==> src/hw/rtl/assert_macros.svh <==
// Assertion macros for the GPIO port RTL.
// Used by gpio_port_with_pin_interrupts; expects i_clk and i_rst_n in scope.
`ifndef ASSERT_MACROS_SVH
`define ASSERT_MACROS_SVH
`ifndef SYNTH
`define GP_ASSERT_IMP(lbl, ante, cons) \
    lbl: assert property (@(posedge i_clk) disable iff (!i_rst_n) (ante) |-> (cons)) \
        else $error("gpio port assertion failed");
`define GP_ASSERT_NEXT(lbl, ante, cons) \
    lbl: assert property (@(posedge i_clk) disable iff (!i_rst_n) (ante) |=> (cons)) \
        else $error("gpio port assertion failed");
`else
`define GP_ASSERT_IMP(lbl, ante, cons)
`define GP_ASSERT_NEXT(lbl, ante, cons)
`endif
`endif

==> src/hw/rtl/gpio_pi_pkg.sv <==
// Shared types and constants for the GPIO port with pin interrupts.
// No dependencies.
`timescale 1ns / 1ps
package gpio_pi_pkg;

    localparam int PIN_COUNT_DEF = 32;

    typedef enum logic [1:0] {
        OP_READ  = 2'd0,
        OP_WRITE = 2'd1,
        OP_TICK  = 2'd2,
        OP_NOP   = 2'd3
    } t_opcode;

    // Data region offsets
    localparam logic [7:0] OFF_PDOR = 8'h00;
    localparam logic [7:0] OFF_PSOR = 8'h04;
    localparam logic [7:0] OFF_PCOR = 8'h08;
    localparam logic [7:0] OFF_PTOR = 8'h0C;
    localparam logic [7:0] OFF_PDIR = 8'h10;
    // Control region status offset
    localparam logic [7:0] OFF_ISR  = 8'hA0;

    localparam logic [3:0] MODE_LOW  = 4'h8;
    localparam logic [3:0] MODE_RISE = 4'h9;
    localparam logic [3:0] MODE_FALL = 4'hA;
    localparam logic [3:0] MODE_BOTH = 4'hB;
    localparam logic [3:0] MODE_HIGH = 4'hC;

    localparam int MODE_LSB = 16;
    localparam int FLAG_BIT = 24;

    typedef struct packed {
        logic [1:0]  opcode;
        logic        region_select;
        logic [7:0]  byte_offset;
        logic [31:0] write_data;
        logic [31:0] pin_levels;
    } t_in_item;

    typedef struct packed {
        logic [31:0] read_data;
        logic        irq_line;
        logic        pending_valid;
        logic [4:0]  pending_pin;
    } t_out_item;

    // Decoded, accept-gated command broadcast to every cell
    typedef struct packed {
        logic       wr_pdor;
        logic       wr_psor;
        logic       wr_pcor;
        logic       wr_ptor;
        logic       wr_isr;
        logic       wr_pctl;
        logic       tick;
        logic [4:0] pin_sel;
        logic [3:0] mode_wr;
        logic       flag_clr;
    } t_cell_cmd;

endpackage

==> src/hw/rtl/gpio_pi_cell.sv <==
// One pin of the GPIO port: output bit, last sample, status flag, mode.
// Depends on gpio_pi_pkg.
`timescale 1ns / 1ps
module gpio_pi_cell #(
    parameter int P_INDEX = 0
) (
    input  logic                  i_clk,
    input  logic                  i_rst_n,
    input  gpio_pi_pkg::t_cell_cmd i_cmd,
    input  logic                  i_wd_bit,
    input  logic                  i_lvl_bit,
    input  logic                  i_above,
    output logic                  o_above,
    output logic                  o_top,
    output logic                  o_out_bit,
    output logic                  o_sample_bit,
    output logic                  o_flag,
    output logic                  o_flag_next,
    output logic [3:0]            o_mode
);
    localparam logic [4:0] MY_PIN = 5'(P_INDEX);

    logic       r_out, n_out;
    logic       r_sample, n_sample;
    logic       r_flag, n_flag;
    logic [3:0] r_mode, n_mode;
    logic       w_hit;
    logic       w_sel;

    assign w_sel = i_cmd.wr_pctl && (i_cmd.pin_sel == MY_PIN);

    always_comb begin
        case (r_mode)
            gpio_pi_pkg::MODE_LOW:  w_hit = !i_lvl_bit;
            gpio_pi_pkg::MODE_HIGH: w_hit = i_lvl_bit;
            gpio_pi_pkg::MODE_RISE: w_hit = i_lvl_bit && !r_sample;
            gpio_pi_pkg::MODE_FALL: w_hit = !i_lvl_bit && r_sample;
            gpio_pi_pkg::MODE_BOTH: w_hit = i_lvl_bit != r_sample;
            default:                w_hit = 1'b0;
        endcase
    end

    always_comb begin
        n_out    = r_out;
        n_sample = r_sample;
        n_flag   = r_flag;
        n_mode   = r_mode;
        if (i_cmd.wr_pdor) n_out = i_wd_bit;
        if (i_cmd.wr_psor) n_out = r_out | i_wd_bit;
        if (i_cmd.wr_pcor) n_out = r_out & ~i_wd_bit;
        if (i_cmd.wr_ptor) n_out = r_out ^ i_wd_bit;
        if (i_cmd.tick) begin
            n_sample = i_lvl_bit;
            n_flag   = r_flag | w_hit;
        end
        if (i_cmd.wr_isr && i_wd_bit) n_flag = 1'b0;
        if (w_sel) begin
            n_mode = i_cmd.mode_wr;
            if (i_cmd.flag_clr) n_flag = 1'b0;
        end
    end

    always_ff @(posedge i_clk) begin
        if (!i_rst_n) begin
            r_out    <= 1'b0;
            r_sample <= 1'b0;
            r_flag   <= 1'b0;
            r_mode   <= 4'h0;
        end else begin
            r_out    <= n_out;
            r_sample <= n_sample;
            r_flag   <= n_flag;
            r_mode   <= n_mode;
        end
    end

    // Pass "some higher pin is pending" down the row
    assign o_above      = i_above | n_flag;
    assign o_top        = n_flag & ~i_above;
    assign o_out_bit    = r_out;
    assign o_sample_bit = r_sample;
    assign o_flag       = r_flag;
    assign o_flag_next  = n_flag;
    assign o_mode       = r_mode;
endmodule

==> src/hw/rtl/gpio_port_with_pin_interrupts.sv <==
// GPIO port with per-pin edge/level interrupts: one cell per pin in a row.
// Each accepted item's result is registered and presented in the cycle after it is accepted.
// Throughput: one item per cycle while the output is not stalled; every item updates all cells in parallel and
// the highest-pending search ripples through the row in the same cycle.
// Reset: synchronous, active low; clears output word, sample, status and modes.
// Depends on gpio_pi_pkg, gpio_pi_cell and assert_macros.svh.
`timescale 1ns / 1ps
`include "assert_macros.svh"
module gpio_port_with_pin_interrupts #(
    parameter int PIN_COUNT = gpio_pi_pkg::PIN_COUNT_DEF
) (
    input  logic                  i_clk,
    input  logic                  i_rst_n,
    input  logic                  i_in_valid,
    output logic                  o_in_stall,
    input  gpio_pi_pkg::t_in_item  i_in,
    output logic                  o_out_valid,
    input  logic                  i_out_stall,
    output gpio_pi_pkg::t_out_item o_out
);
    localparam logic [6:0] PC7 = 7'(PIN_COUNT);

    logic                   w_accept;
    logic                   w_rd, w_wr, w_tick;
    logic                   w_aligned;
    logic                   w_pctl_hit;
    gpio_pi_pkg::t_cell_cmd w_cmd;

    logic [PIN_COUNT-1:0]   w_out_word, w_sample, w_flag, w_flag_next, w_top;
    logic [PIN_COUNT:0]     w_above;
    logic [3:0]             w_mode [PIN_COUNT];

    logic [31:0]            w_rdata;
    logic [3:0]             w_sel_mode;
    logic                   w_sel_flag;
    logic [4:0]             w_pend_pin;

    logic                   r_out_valid, n_out_valid;
    gpio_pi_pkg::t_out_item r_out;

    assign o_in_stall = r_out_valid && i_out_stall;
    assign w_accept   = i_in_valid && !o_in_stall;

    assign w_rd      = w_accept && (i_in.opcode == gpio_pi_pkg::OP_READ);
    assign w_wr      = w_accept && (i_in.opcode == gpio_pi_pkg::OP_WRITE);
    assign w_tick    = w_accept && (i_in.opcode == gpio_pi_pkg::OP_TICK);
    assign w_aligned = (i_in.byte_offset[1:0] == 2'b00);
    assign w_pctl_hit = w_aligned && !i_in.region_select
                        && ({1'b0, i_in.byte_offset[7:2]} < PC7);

    always_comb begin
        w_cmd.wr_pdor  = w_wr && i_in.region_select && (i_in.byte_offset == gpio_pi_pkg::OFF_PDOR);
        w_cmd.wr_psor  = w_wr && i_in.region_select && (i_in.byte_offset == gpio_pi_pkg::OFF_PSOR);
        w_cmd.wr_pcor  = w_wr && i_in.region_select && (i_in.byte_offset == gpio_pi_pkg::OFF_PCOR);
        w_cmd.wr_ptor  = w_wr && i_in.region_select && (i_in.byte_offset == gpio_pi_pkg::OFF_PTOR);
        w_cmd.wr_isr   = w_wr && !i_in.region_select && (i_in.byte_offset == gpio_pi_pkg::OFF_ISR);
        w_cmd.wr_pctl  = w_wr && w_pctl_hit;
        w_cmd.tick     = w_tick;
        w_cmd.pin_sel  = i_in.byte_offset[6:2];
        w_cmd.mode_wr  = i_in.write_data[gpio_pi_pkg::MODE_LSB +: 4];
        w_cmd.flag_clr = i_in.write_data[gpio_pi_pkg::FLAG_BIT];
    end

    assign w_above[PIN_COUNT] = 1'b0;

    for (genvar p = 0; p < PIN_COUNT; p++) begin : g_cell
        gpio_pi_cell #(
            .P_INDEX (p)
        ) u_cell (
            .i_clk        (i_clk),
            .i_rst_n      (i_rst_n),
            .i_cmd        (w_cmd),
            .i_wd_bit     (i_in.write_data[p]),
            .i_lvl_bit    (i_in.pin_levels[p]),
            .i_above      (w_above[p+1]),
            .o_above      (w_above[p]),
            .o_top        (w_top[p]),
            .o_out_bit    (w_out_word[p]),
            .o_sample_bit (w_sample[p]),
            .o_flag       (w_flag[p]),
            .o_flag_next  (w_flag_next[p]),
            .o_mode       (w_mode[p])
        );
    end

    // Select the addressed pin's mode and flag, and encode the top pending pin
    always_comb begin
        w_sel_mode = 4'h0;
        w_sel_flag = 1'b0;
        w_pend_pin = 5'd0;
        for (int p = 0; p < PIN_COUNT; p++) begin
            if (w_cmd.pin_sel == 5'(p)) begin
                w_sel_mode = w_sel_mode | w_mode[p];
                w_sel_flag = w_sel_flag | w_flag[p];
            end
            if (w_top[p]) w_pend_pin = w_pend_pin | 5'(p);
        end
    end

    always_comb begin
        w_rdata = 32'h0;
        if (w_rd && w_aligned) begin
            if (i_in.region_select) begin
                if (i_in.byte_offset == gpio_pi_pkg::OFF_PDOR) w_rdata = 32'(w_out_word);
                if (i_in.byte_offset == gpio_pi_pkg::OFF_PDIR) w_rdata = 32'(w_sample);
            end else if (i_in.byte_offset == gpio_pi_pkg::OFF_ISR) begin
                w_rdata = 32'(w_flag);
            end else if (w_pctl_hit) begin
                w_rdata[gpio_pi_pkg::MODE_LSB +: 4] = w_sel_mode;
                w_rdata[gpio_pi_pkg::FLAG_BIT]      = w_sel_flag;
            end
        end
    end

    always_comb begin
        n_out_valid = r_out_valid;
        if (w_accept) begin
            n_out_valid = 1'b1;
        end else if (!i_out_stall) begin
            n_out_valid = 1'b0;
        end
    end

    always_ff @(posedge i_clk) begin
        if (!i_rst_n) begin
            r_out_valid <= 1'b0;
        end else begin
            r_out_valid <= n_out_valid;
        end
    end

    // Hold the result while stalled; load on every accepted item
    always_ff @(posedge i_clk) begin
        if (w_accept) begin
            r_out.read_data     <= w_rdata;
            r_out.irq_line      <= |w_flag_next;
            r_out.pending_valid <= w_above[0];
            r_out.pending_pin   <= w_pend_pin;
        end
    end

    assign o_out_valid = r_out_valid;
    assign o_out       = r_out;

    `GP_ASSERT_IMP(a_stall_needs_result, o_in_stall, o_out_valid)
    `GP_ASSERT_NEXT(a_accept_gives_result, w_accept, o_out_valid)
    `GP_ASSERT_IMP(a_irq_matches_pending, o_out_valid, o_out.irq_line == o_out.pending_valid)
    `GP_ASSERT_IMP(a_no_pending_pin_zero, o_out_valid && !o_out.pending_valid,
                   o_out.pending_pin == 5'd0)
endmodule
==> config.mk <==
export PLATFORM = sky130hd
export DESIGN_NAME = gpio_port_with_pin_interrupts
export DESIGN_NICKNAME = d
export VERILOG_FILES = /design/src/hw/rtl/gpio_pi_pkg.sv /design/src/hw/rtl/gpio_pi_cell.sv /design/src/hw/rtl/gpio_port_with_pin_interrupts.sv
export VERILOG_INCLUDE_DIRS = /design/src /design/src/hw/rtl
export SDC_FILE = /design/constraint.sdc
export NUM_CORES = 1
export LEC_CHECK = 0
export BUFFER_PORTS_ARGS = -buffer_cell sky130_fd_sc_hd__buf_2
export CAP_MARGIN = 0
export CORE_MARGIN = 4
export CORE_UTILIZATION = 38
export CTS_BUF_LIST = sky130_fd_sc_hd__clkbuf_2
export CTS_CLUSTER_DIAMETER = 200
export CTS_CLUSTER_SIZE = 16
export DETAILED_ROUTE_END_ITERATION = 6
export PLACE_DENSITY_LB_ADDON = 0.12
export SYNTH_ARGS = -nofsm -noshare
export SYNTH_HDL_FRONTEND = slang
export SYNTH_SLANG_ARGS = --single-unit
==> constraint.sdc <==
create_clock -name i_clk -period 5.4 [get_ports i_clk]
set_clock_uncertainty 0.15 [all_clocks]
set_input_delay 0.81 -clock i_clk [delete_from_list [all_inputs] [get_ports i_clk]]
set_output_delay 0.81 -clock i_clk [all_outputs]
set_load 0.05 [all_outputs]
# ---- Yosys cells after proc, flatten, opt, wreduce, memory -nomap -nowiden
# Index checks and enable logic that the tools add are counted.
dict set report classes {
  order_cmp 1
  n_eq_ne 231
  n_mux 391
  n_bitwise 313
  n_reduce_logical 220
}
# op n
set ops {}
lappend ops {{4-bit equality test, second input constant} 160}
lappend ops {{1-bit two-way mux} 296}
lappend ops {{4-bit two-way mux} 43}
lappend ops {{1-bit case mux with 5 select lines} 32}
lappend ops {{1-bit logical AND} 144}
lappend ops {{32-bit two-way mux} 4}
lappend ops {{1-bit OR} 126}
lappend ops {{4-bit OR} 31}
lappend ops {{5-bit equality test, second input constant} 16}
lappend ops {{1-bit zero test} 66}
lappend ops {{1-bit bitwise AND} 62}
lappend ops {{1-bit inverter} 62}
lappend ops {{5-bit by 4-bit equality test with 1-bit output, second input constant} 8}
lappend ops {{1-bit inequality test} 32}
lappend ops {{32-bit OR reduction} 1}
lappend ops {{1-bit XOR} 32}
lappend ops {{3-bit two-way mux} 8}
lappend ops {{5-bit by 3-bit equality test with 1-bit output, second input constant} 4}
lappend ops {{8-bit by 4-bit equality test with 1-bit output, second input constant} 2}
lappend ops {{16-bit two-way mux} 1}
lappend ops {{16-bit OR reduction} 1}
lappend ops {{2-bit two-way mux} 6}
lappend ops {{5-bit by 2-bit equality test with 1-bit output, second input constant} 2}
lappend ops {{8-bit by 3-bit equality test with 1-bit output, second input constant} 1}
lappend ops {{15 further kinds} 16}
dict set report totals {
  regBits 264
  input_bits 79
}

# ---- Depth between registers and ports, before layout
# Gate-level depths: netlist of run 1.
dict set report depth {
  word_depth 68
  depth_mapped 12
}

# ---- Modules after synthesis
# A second synthesis of run 1 with hierarchy kept.
dict set report unflattened {
  cells_unflattened 2001
  hier_area_um2 18865.6
}
# module n_inst cells_each area_each_um2 seq_area_each_um2
set modules_own_cells {}
lappend modules_own_cells {gpio_port_with_pin_interrupts 1 440 3870.0 1191.1}
lappend modules_own_cells {{gpio_pi_cell (g_cell[13].u_cell ...)} 6 48 460.4 140.1}
lappend modules_own_cells {{gpio_pi_cell (g_cell[1].u_cell ...)} 4 49 491.7 140.1}
lappend modules_own_cells {{gpio_pi_cell (g_cell[10].u_cell ...)} 4 49 490.5 140.1}
lappend modules_own_cells {{gpio_pi_cell (g_cell[17].u_cell ...)} 4 50 466.7 140.1}
lappend modules_own_cells {{gpio_pi_cell (g_cell[23].u_cell ...)} 4 48 456.7 140.1}
lappend modules_own_cells {{gpio_pi_cell (g_cell[19].u_cell ...)} 2 48 462.9 140.1}
lappend modules_own_cells {{gpio_pi_cell (g_cell[11].u_cell ...)} 2 49 454.2 140.1}
lappend modules_own_cells {{gpio_pi_cell (g_cell[15].u_cell)} 1 49 473.0 140.1}
lappend modules_own_cells {{gpio_pi_cell (g_cell[3].u_cell)} 1 48 469.2 140.1}
lappend modules_own_cells {{gpio_pi_cell (g_cell[0].u_cell)} 1 50 465.4 140.1}
lappend modules_own_cells {{gpio_pi_cell (g_cell[12].u_cell)} 1 49 465.4 140.1}
lappend modules_own_cells {{gpio_pi_cell (g_cell[16].u_cell)} 1 50 457.9 140.1}
lappend modules_own_cells {{gpio_pi_cell (g_cell[31].u_cell)} 1 49 445.4 140.1}

# ---- Worst setup path after synthesis of run 1
# No wires, ideal clock.
dict set report synth_path {
  path_type {input to register}
  from {input port i_in_valid}
  to {register r_out, in the netlist o_out[1], data pin}
  arrival_ps 3933
  t_required_ps 4975
  slack_ps 1042
  stages 11
  n_path_buf 2
  cell_sequence {a21bo_2 > buf_2 > clkinv_1 > clkbuf_1 > nand3_1 > a2111oi_0 > o31ai_1 > nand4_1 > nor4b_4 > a221oi_1 > o311ai_1}
}
dict set report synth_between {
  elab_chain_cells 60
  word_cells_on_any_way 267
}
# element line
set synth_lines {}
lappend synth_lines {{from (decl)} gpio_port_with_pin_interrupts.sv:14} ;# input logic i_in_valid,
lappend synth_lines {{1-bit logical AND (*)} gpio_port_with_pin_interrupts.sv:42} ;# assign w_accept = i_in_valid && !o_in_stall;
lappend synth_lines {{1-bit logical AND} gpio_port_with_pin_interrupts.sv:45} ;# assign w_wr = w_accept && (i_in.opcode == gpio_pi_pkg::OP_WRITE);
lappend synth_lines {{1-bit logical AND (2 in a row)} gpio_port_with_pin_interrupts.sv:56} ;# w_cmd.wr_isr = w_wr && !i_in.region_select && (i_in.byte_offset == gpio_pi_pkg::OFF_ISR);
lappend synth_lines {{1-bit logical AND} gpio_pi_cell.sv:56} ;# if (i_cmd.wr_isr && i_wd_bit) n_flag = 1'b0;
lappend synth_lines {{1-bit two-way mux} gpio_pi_cell.sv:56}
lappend synth_lines {{1-bit two-way mux} gpio_pi_cell.sv:59} ;# if (i_cmd.flag_clr) n_flag = 1'b0;
lappend synth_lines {{1-bit two-way mux} gpio_pi_cell.sv:57} ;# if (w_sel) begin
lappend synth_lines {{1-bit OR (28 in a row)} gpio_pi_cell.sv:78} ;# assign o_above = i_above | n_flag;
lappend synth_lines {{1-bit inverter} gpio_pi_cell.sv:79} ;# assign o_top = n_flag & ~i_above;
lappend synth_lines {{1-bit bitwise AND} gpio_pi_cell.sv:79}
lappend synth_lines {{2-bit two-way mux (2 in a row)} gpio_port_with_pin_interrupts.sv:96} ;# if (w_top[p]) w_pend_pin = w_pend_pin | 5'(p);
lappend synth_lines {{3-bit two-way mux (4 in a row)} gpio_port_with_pin_interrupts.sv:96}
lappend synth_lines {{4-bit two-way mux (8 in a row)} gpio_port_with_pin_interrupts.sv:96}
lappend synth_lines {{2-bit two-way mux (2 in a row)} gpio_port_with_pin_interrupts.sv:96}
lappend synth_lines {{3-bit two-way mux (4 in a row)} gpio_port_with_pin_interrupts.sv:96}
lappend synth_lines {{2-bit two-way mux (2 in a row)} gpio_port_with_pin_interrupts.sv:96}
lappend synth_lines {{to (decl)} gpio_port_with_pin_interrupts.sv:39} ;# gpio_pi_pkg::t_out_item r_out;
# Every way passes the cells marked *; elsewhere a longest branch is shown, timed or not.
# A chain may end at the register's enable or synchronous reset.

# ---- Worst setup path in the final report of run 1
dict set report layout_path {
  from {input port i_in_valid}
  to {register r_out, in the netlist o_out[0], data pin}
}
dict set report layout_between {
  elab_chain_cells 65
  word_cells_on_any_way 277
}
# element line
set layout_lines {}
lappend layout_lines {{1-bit logical AND (*)} gpio_port_with_pin_interrupts.sv:42}
lappend layout_lines {{1-bit logical AND} gpio_port_with_pin_interrupts.sv:45}
lappend layout_lines {{1-bit logical AND (2 in a row)} gpio_port_with_pin_interrupts.sv:56}
lappend layout_lines {{1-bit logical AND} gpio_pi_cell.sv:56}
lappend layout_lines {{1-bit two-way mux} gpio_pi_cell.sv:56}
lappend layout_lines {{1-bit two-way mux} gpio_pi_cell.sv:59}
lappend layout_lines {{1-bit two-way mux} gpio_pi_cell.sv:57}
lappend layout_lines {{1-bit OR (29 in a row)} gpio_pi_cell.sv:78}
lappend layout_lines {{[5 not listed]} --}
lappend layout_lines {{3-bit two-way mux (4 in a row)} gpio_port_with_pin_interrupts.sv:96}
lappend layout_lines {{4-bit two-way mux (8 in a row)} gpio_port_with_pin_interrupts.sv:96}
lappend layout_lines {{1-bit two-way mux} gpio_port_with_pin_interrupts.sv:96}
lappend layout_lines {{2-bit two-way mux (2 in a row)} gpio_port_with_pin_interrupts.sv:96}
lappend layout_lines {{3-bit two-way mux (4 in a row)} gpio_port_with_pin_interrupts.sv:96}
lappend layout_lines {{1-bit two-way mux} gpio_port_with_pin_interrupts.sv:96}
lappend layout_lines {{2-bit two-way mux (2 in a row)} gpio_port_with_pin_interrupts.sv:96}
lappend layout_lines {{1-bit two-way mux} gpio_port_with_pin_interrupts.sv:96}
# Marks and branches as above.

==> results.md, run 1 <==
* Run status: complete, no violations
* Global route total overflow at 0
* GR Layer Usage met1 at 43.4%
* #FFs+latches synth at 264
* Worst-margin pin slew at 1.25 ns
* Post-Syn Area per Cell at 8.24 µm²
* Grt met3 use at 5.21%
* Sequential-to-total area share from yosys stat at 34.1%
* Die Ht at 217 µm
* Final nets at 2345
* Worst-Skew Late Latency at 1.04 ns
* Mapped Cells at 2021
* Placed insts at 2642
* Syn-to-layout area delta at 12.0%
* Postcts setup bufs at 0
* Initial antenna violation count at 2
* Die span in x at 217 µm
* DR iter-0 viols at 1973
* Max-slew violation count at 0
* Fin crit share at 76.4%
* Switching power at 0.00107 W
* Critical path fanouts, max at 20
* First-pass GRT wire length at 108000 µm
* Setup_tns at 0 ns
* Die area at 47200 µm²
* Max VDD drop at 0.144 mV
* Worst-case clock buffer depth at 3
* Power per Cell Area at 181 nW/µm²
* Post-Synth Adder-Cell Area at 9.62%
* HP Start: i_in[55]
* Hold worst-path end: g_cell[23].u_cell.o_flag
* Syn_nets at 2228
* DRC at 0
* XOR/XNOR Fraction of Synth Area at 1.21%
* Port Buffer Count at 119
* Post-synth EDFFs at 39
* Post-DRT Antenna Nets at 0
* Setup WS post-layout at 1.28 ns
* Worst R2R End: o_out[0]
* Vias in the first global route at 15500
* Synth Area in Compound Gates at 22.5%
* Largest family of logic cells by synthesized area: compound AO/OA/AOI/OAI gates
* Main synth FF type: dfxtp_1
* CP Launch Type: primary input
* DRT Pass-1 Iters at 6
* FMAX at 242 MHz
* Clock root buffer: clkbuf_2
* Top Usage Layer GRT: met2
* GRT Resource Usage Total at 30.5%
* Switching Fraction at 31.6%
* Placed Instance Area at 17900 µm²
* DP Worst Slack at 0.846 ns
* Core Rows at 76
* LEAKAGE at 6.87 nW
* Total number of vias at 16500
* Yosys top cell by area: dfxtp_1
* Final min period at 4.12 ns
* Post-cts resize count at 0
* Reg2reg start: o_out_valid
* Hpwl dp at 54800 µm
* Core Box Area at 43200 µm²
* Worst Setup End Kind: flip-flop
* IO Pins at 120
* RSZ-0062 raised after global routing: no
* Drt via density at 6.02
* Clk pin slew, worst setup/hold paths at 0.41 ns
* Ys async rst share at 0%
* Critical path data required time at 6.13 ns
* CTS buffer count at 20
* Type of the tightest min-delay check: in2reg
* Total wire length at 74500 µm
* Mapped Area at 16600 µm²
* Tot Pwr at 0.00338 W
* Yosys top cell area share at 27.1%
* Met2 Track Usage GR at 47.8%
* Clk pwr share at 25.7%
* Post-route design area at 18600 µm²
* R2R depth at 9
* Worst Path Arrival at 4.86 ns
* Synth unique cells at 86
* Avg WL per Cell at 27.2 µm
* Starting Density at 38.6%
* Slew Limit Headroom at 16.2%
* R2R setup slack at 1.42 ns
* Synth warn at 0
* Proportion of layout cells with a drive suffix above 1 at 11.8%
* Largest net degree at the start of global routing at 121
* Final hold vios at 0
* Finished Layout Cells at 2734
* Part of the power in registers at 60.5%
* Logic pwr share at 13.8%
* Worst Setup Path Type: in2reg
* Mux contribution to synthesized area at 5.68%
* Max-Cap Viols at 0
* Htree depth at 1
* Hold_buf cts at 59
* Final setup fails at 0
* TritonCTS Sinks at 264
* Routability Congestion at 1.05
* Hold Path Depth at 4
* Internal at 0.00231 W
* Post-Synth Simple-Gate Area at 19.8%
* CTS tree: yes
* Top post-synthesis cells by area: dfxtp_1, ha_1, edfxtp_1, mux2i_1, nor2_1
-- power by group through the flow --
stage	registers (W)	logic [W]	clock network, W
after detailed placement	0.00208	0.000428	0
after floorplan	0.00211	0.000200	0
after global routing	0.00205	0.000498	0.000954
after CTS	0.00204	0.000462	0.000902
after global placement	0.00208	0.000420	0
final	0.00205	0.000467	0.000869
-- cell usage after synthesis (33+ instances only) --
cell type    n
nor2_1     201
ha_1       128
nor3_1      33
nand2_1    194
mux2i_1     81
clkbuf_1   116
o21ai_0     70
a22o_1      42
a31oi_1     46
nand3_1     67
edfxtp_1    39
o211ai_1    47
a21oi_1    120
dfxtp_1    225
a22oi_1     93
nand2b_1    49
inv_1      168
-- worst max-delay path by stage --
stage / from / end / slack [ns] / cells past startpoint
final: i_in_valid / o_out[0] / 1.28 / 11
after global routing: i_in_valid / o_out[0] / 1.24 / 11
after CTS: i_in_valid / o_out[0] / 1.56 / 11
after detailed placement: i_in[67] / o_out[0] / 0.85 / 9
after global placement: i_in_valid / o_out[0] / 0.83 / 10
after floorplan: i_in_valid / o_out[1] / 1.04 / 11
-- registers in the layout, indices dropped and copies added (netlist names) --
name / flops
g_cell.u_cell.o_out_bit: 32
g_cell.u_cell.o_flag: 32
o_out: 39
g_cell.u_cell.o_mode: 128
g_cell.u_cell.o_sample_bit: 32
o_out_valid: 1
-- area by class of cell --
| class | count | area [µm²] |
|---|---|---|
| diodes | 1 | 2.50 |
| flip-flops and latches | 264 | 5680 |
| fillers | 4483 | 24500 |
| clock buffers | 31 | 155 |
| inverters | 170 | 643 |
| clock inverters | 1 | 8.76 |
| well taps | 585 | 732 |
| repair buffers | 229 | 1580 |
| multi-input cells | 1453 | 9850 |
-- metrics by stage --
step                      hold slack, ns  utilization (%)
after floorplan                    0.295                -
after global placement             0.326             41.4
after detailed placement           0.332             41.4
after CTS                         0.0240             43.2
after global routing              0.0872             43.2
final                              0.137             43.2
-- kinds of logic (layout without fill, tap and decap cells) --
group	after synthesis	count (layout)
buffers and inverters	304	431
DFF	264	264
other	0	1
muxes	89	89
adders and majority gates	128	128
and+or+nand+nor	670	670
xor gates and xnor gates	23	23
AOI/OAI and AO/OA	543	543
-- routing by layer --
metal	part of all wire [%]	wire (µm)
met5	0.035	26
met4	3.6	2650
met3	8.4	6230
met2	44	32500
met1	44	33000
-- layout by cell type, fill, tap and decap left out, drive strengths merged, types with 5 or more instances in the layout --
| master | instances |
|---|---|
| dfxtp | 225 |
| nor2 | 201 |
| nand2 | 197 |
| inv | 171 |
| buf | 170 |
| ha | 128 |
| a21oi | 120 |
| a22oi | 93 |
| mux2i | 81 |
| o21ai | 71 |
| nand3 | 68 |
| dlygate4sd3 | 59 |
| nand2b | 49 |
| o211ai | 49 |
| a31oi | 46 |
| a22o | 42 |
| nor3 | 41 |
| edfxtp | 39 |
| nand3b | 32 |
| clkbuf | 31 |
| xor2 | 21 |
| a221oi | 18 |
| a211oi | 12 |
| nand4 | 12 |
| a2111oi | 11 |
| and2 | 11 |
| a32oi | 11 |
| nor2b | 10 |
| nor4 | 8 |
| o22ai | 7 |
| a221o | 7 |
| o31ai | 7 |
| and3 | 6 |
| nor3b | 6 |
| a222oi | 6 |
| or4 | 5 |
-- worst max-delay path, stage by stage --
cell           delay [ns]
dlygate4sd3_1        0.53
buf_2                0.13
a21bo_2              0.54
inv_2                0.27
and3_1               0.34
a32oi_1              0.41
nor3b_1              1.05
o21ai_0              0.31
a21oi_1              0.21
o211ai_1             0.12
o211ai_1             0.12
(Power assumes the default switching activity.)
==> run 2: changes to the inputs <==
clock period = 3.5 ns   (was 5.4 ns; I/O delays follow)
==> results.md, run 2 (same netlist as run 1, synthesis figures left out) <==
* Grt met3 use at 5.63% (was 5.21%)
* Total number of vias at 16900 (was 16500)
* Max VDD drop at 0.247 mV (was 0.144 mV)
* Max-slew violation count at 0 (unchanged)
* Vias in the first global route at 16000 (was 15500)
* Drt via density at 5.83 (was 6.02)
* Syn-to-layout area delta at 20.4% (was 12.0%)
* FMAX at 312 MHz
* Largest net degree at the start of global routing at 81 (was 121)
* First-pass GRT wire length at 109000 µm (was 108000 µm)
* Die Ht at 217 µm (unchanged)
* Commonest non-fill, non-tap cells in the layout: dfxtp_1, nor2_1, nand2_1 (unchanged)
* Critical path fanouts, max at 5 (was 20)
* Core Util, Final at 46.4% (was 43.2%)
* Run status: complete, no violations (unchanged)
* Leading cell type in the layout, fill and taps excluded: dfxtp_1 (unchanged)
* CP Launch Type: flip-flop (was primary input)
* Total wire length at 75700 µm (was 74500 µm)
* Fin crit share at 91.7%
* Slew Limit Headroom at 36.4% (was 16.2%)
* Initial antenna violation count at 2 (unchanged)
* Die area at 47200 µm² (unchanged)
* LEAKAGE at 7.72 nW (was 6.87 nW)
* Core Box Area at 43200 µm² (unchanged)
* Routability Congestion at 0.995 (was 1.05)
* CP top delay family: compound AO/OA/AOI/OAI gates (unchanged)
* Worst Path Arrival at 3.82 ns (was 4.86 ns)
* Worst-margin pin slew at 0.952 ns (was 1.25 ns)
* Max-Cap Viols at 0 (unchanged)
* CTS buffer count at 20 (unchanged)
* Placed Instance Area at 19100 µm² (was 17900 µm²)
* Final setup fails at 0 (unchanged)
* Final min period at 3.21 ns
* Port Buffer Count at 119 (unchanged)
* GRT Resource Usage Total at 31.2% (was 30.5%)
* Htree depth at 1 (unchanged)
* Starting Density at 38.6% (unchanged)
* Top Usage Layer GRT: met2 (unchanged)
* Worst Setup End Kind: flip-flop (unchanged)
* IO Pins at 120 (unchanged)
* GR Layer Usage met1 at 44.5% (was 43.4%)
* DRT Pass-1 Iters at 6 (unchanged)
* Hpwl dp at 57500 µm (was 54800 µm)
* TritonCTS Sinks at 264 (unchanged)
* Avg WL per Cell at 26.2 µm (was 27.2 µm)
* Proportion of layout cells with a drive suffix above 1 at 16.9% (was 11.8%)
* Post-route design area at 20000 µm² (was 18600 µm²)
* Critical path data required time at 4.11 ns (was 6.13 ns)
* Post-cts resize count at 0 (unchanged)
* Type of the tightest min-delay check: in2reg (unchanged)
* Clock root buffer: clkbuf_2 (unchanged)
* DRC at 0 (unchanged)
* Post-DRT Antenna Nets at 0 (unchanged)
* Bufs and invs on worst path at 2 (was 3)
* Worst hold margin at 0.116 ns (was 0.137 ns)
* Die span in x at 217 µm (unchanged)
* Worst-case clock buffer depth at 3 (unchanged)
* Core Rows at 76 (unchanged)
* RSZ-0062 raised after global routing: no (unchanged)
* Global route total overflow at 0 (unchanged)
* Final nets at 2506 (was 2345)
* Crit path cell chain: inv_1 -> ha_1 -> o211ai_1 -> o31ai_1 -> buf_4 -> a41oi_1 -> o21bai_1 -> nor4b_4 -> nand3_1 -> nand4b_1 (was dlygate4sd3_1 -> buf_2 -> a21bo_2 -> inv_2 -> and3_1 -> a32oi_1 -> nor3b_1 -> o21ai_0 -> a21oi_1 -> o211ai_1 -> o211ai_1)
* DR iter-0 viols at 1731 (was 1973)
* Clk pin slew, worst setup/hold paths at 0.36 ns (was 0.41 ns)
* Critical-path top delay cell: dfxtp_1 (was nor3b_1)
* Max stage delay on crit path at 0.58 ns (was 1.05 ns)
* Final hold vios at 0 (unchanged)
* Max reg flops at 128 (unchanged)
* Power per Cell Area at 263 nW/µm² (was 181 nW/µm²)
* Met2 Track Usage GR at 48.7% (was 47.8%)
* Worst Setup Path Type: reg2reg (was in2reg)
* CTS tree: yes (unchanged)
* Worst-Skew Late Latency at 1.00 ns (was 1.04 ns)
[run 2: cell count changes in the layout (fill, tap and decap cells not counted)]
cell | before | now
clkbuf_2 | 31 | 30
buf_12 | 1 | 12
dlygate4sd3_1 | 59 | 83
buf_4 | 50 | 176
[run 2: metrics by stage]
| step | setup TNS, ns | power, W | setup slack [ns] | cells |
|---|---|---|---|---|
| 2_1_floorplan | 0 | 0.00357 | 0.0889 | 2021 |
| 3_3_place_gp | -0.391 | 0.00391 | -0.221 | 2779 |
| 3_5_place_dp | -0.369 | 0.00393 | -0.184 | 2779 |
| 4_1_cts | 0 | 0.00532 | 0.320 | 2893 |
| 5_1_grt | 0 | 0.00550 | 0.0822 | 2894 |
| 6_report | 0 | 0.00527 | 0.292 | 2894 |
[run 2: final timing paths]
path                                                      from                           to  slack, ns  depth (start not counted)
worst min-delay path                                  i_in[74]     g_cell[24].u_cell.o_flag       0.12                          5
worst max register to register  g_cell[31].u_cell.o_sample_bit                     o_out[5]       0.29                         10
worst min register to register     g_cell[31].u_cell.o_mode[3]  g_cell[31].u_cell.o_mode[3]       0.35                          2
worst max-delay path            g_cell[31].u_cell.o_sample_bit                     o_out[5]       0.29                         10
[run 2: final cells by class]
type | instances | area (µm²)
fillers | 4376 | 23100
multi-input cells | 1453 | 9850
flip-flops and latches | 264 | 5680
repair buffers | 390 | 2990
well taps | 585 | 732
inverters | 170 | 643
clock buffers | 30 | 150
clock inverters | 1 | 8.76
diodes | 1 | 2.50
[run 2: where the power goes]
part           leakage, nW  switching, W  internal, W
sequential            2.21     0.0000305      0.00312
combinational         5.38      0.000523     0.000278
clock                0.129       0.00109     0.000223
total                 7.72       0.00164      0.00362
[run 2: routing by layer]
layer | vias up | wire [µm]
met4 | 2 | 2380
met5 | - | 7
met2 | 682 | 32900
li1 | 7799 | -
met3 | 121 | 6020
met1 | 8282 | 34400
[run 2: worst min-delay path, delay by kind of cell]
family                 cells  cell delay, ns
AO/OA/AOI/OAI              2            0.30
buffers and inverters      1            0.21
AND/OR/NAND/NOR            2            0.20
[run 2: what timing repair did]
item,4_1_cts,5_1_grt
buffers inserted,0,0
endpoints found under the setup margin,0,0
endpoints found under the hold margin,161,0
hold buffers,83,0
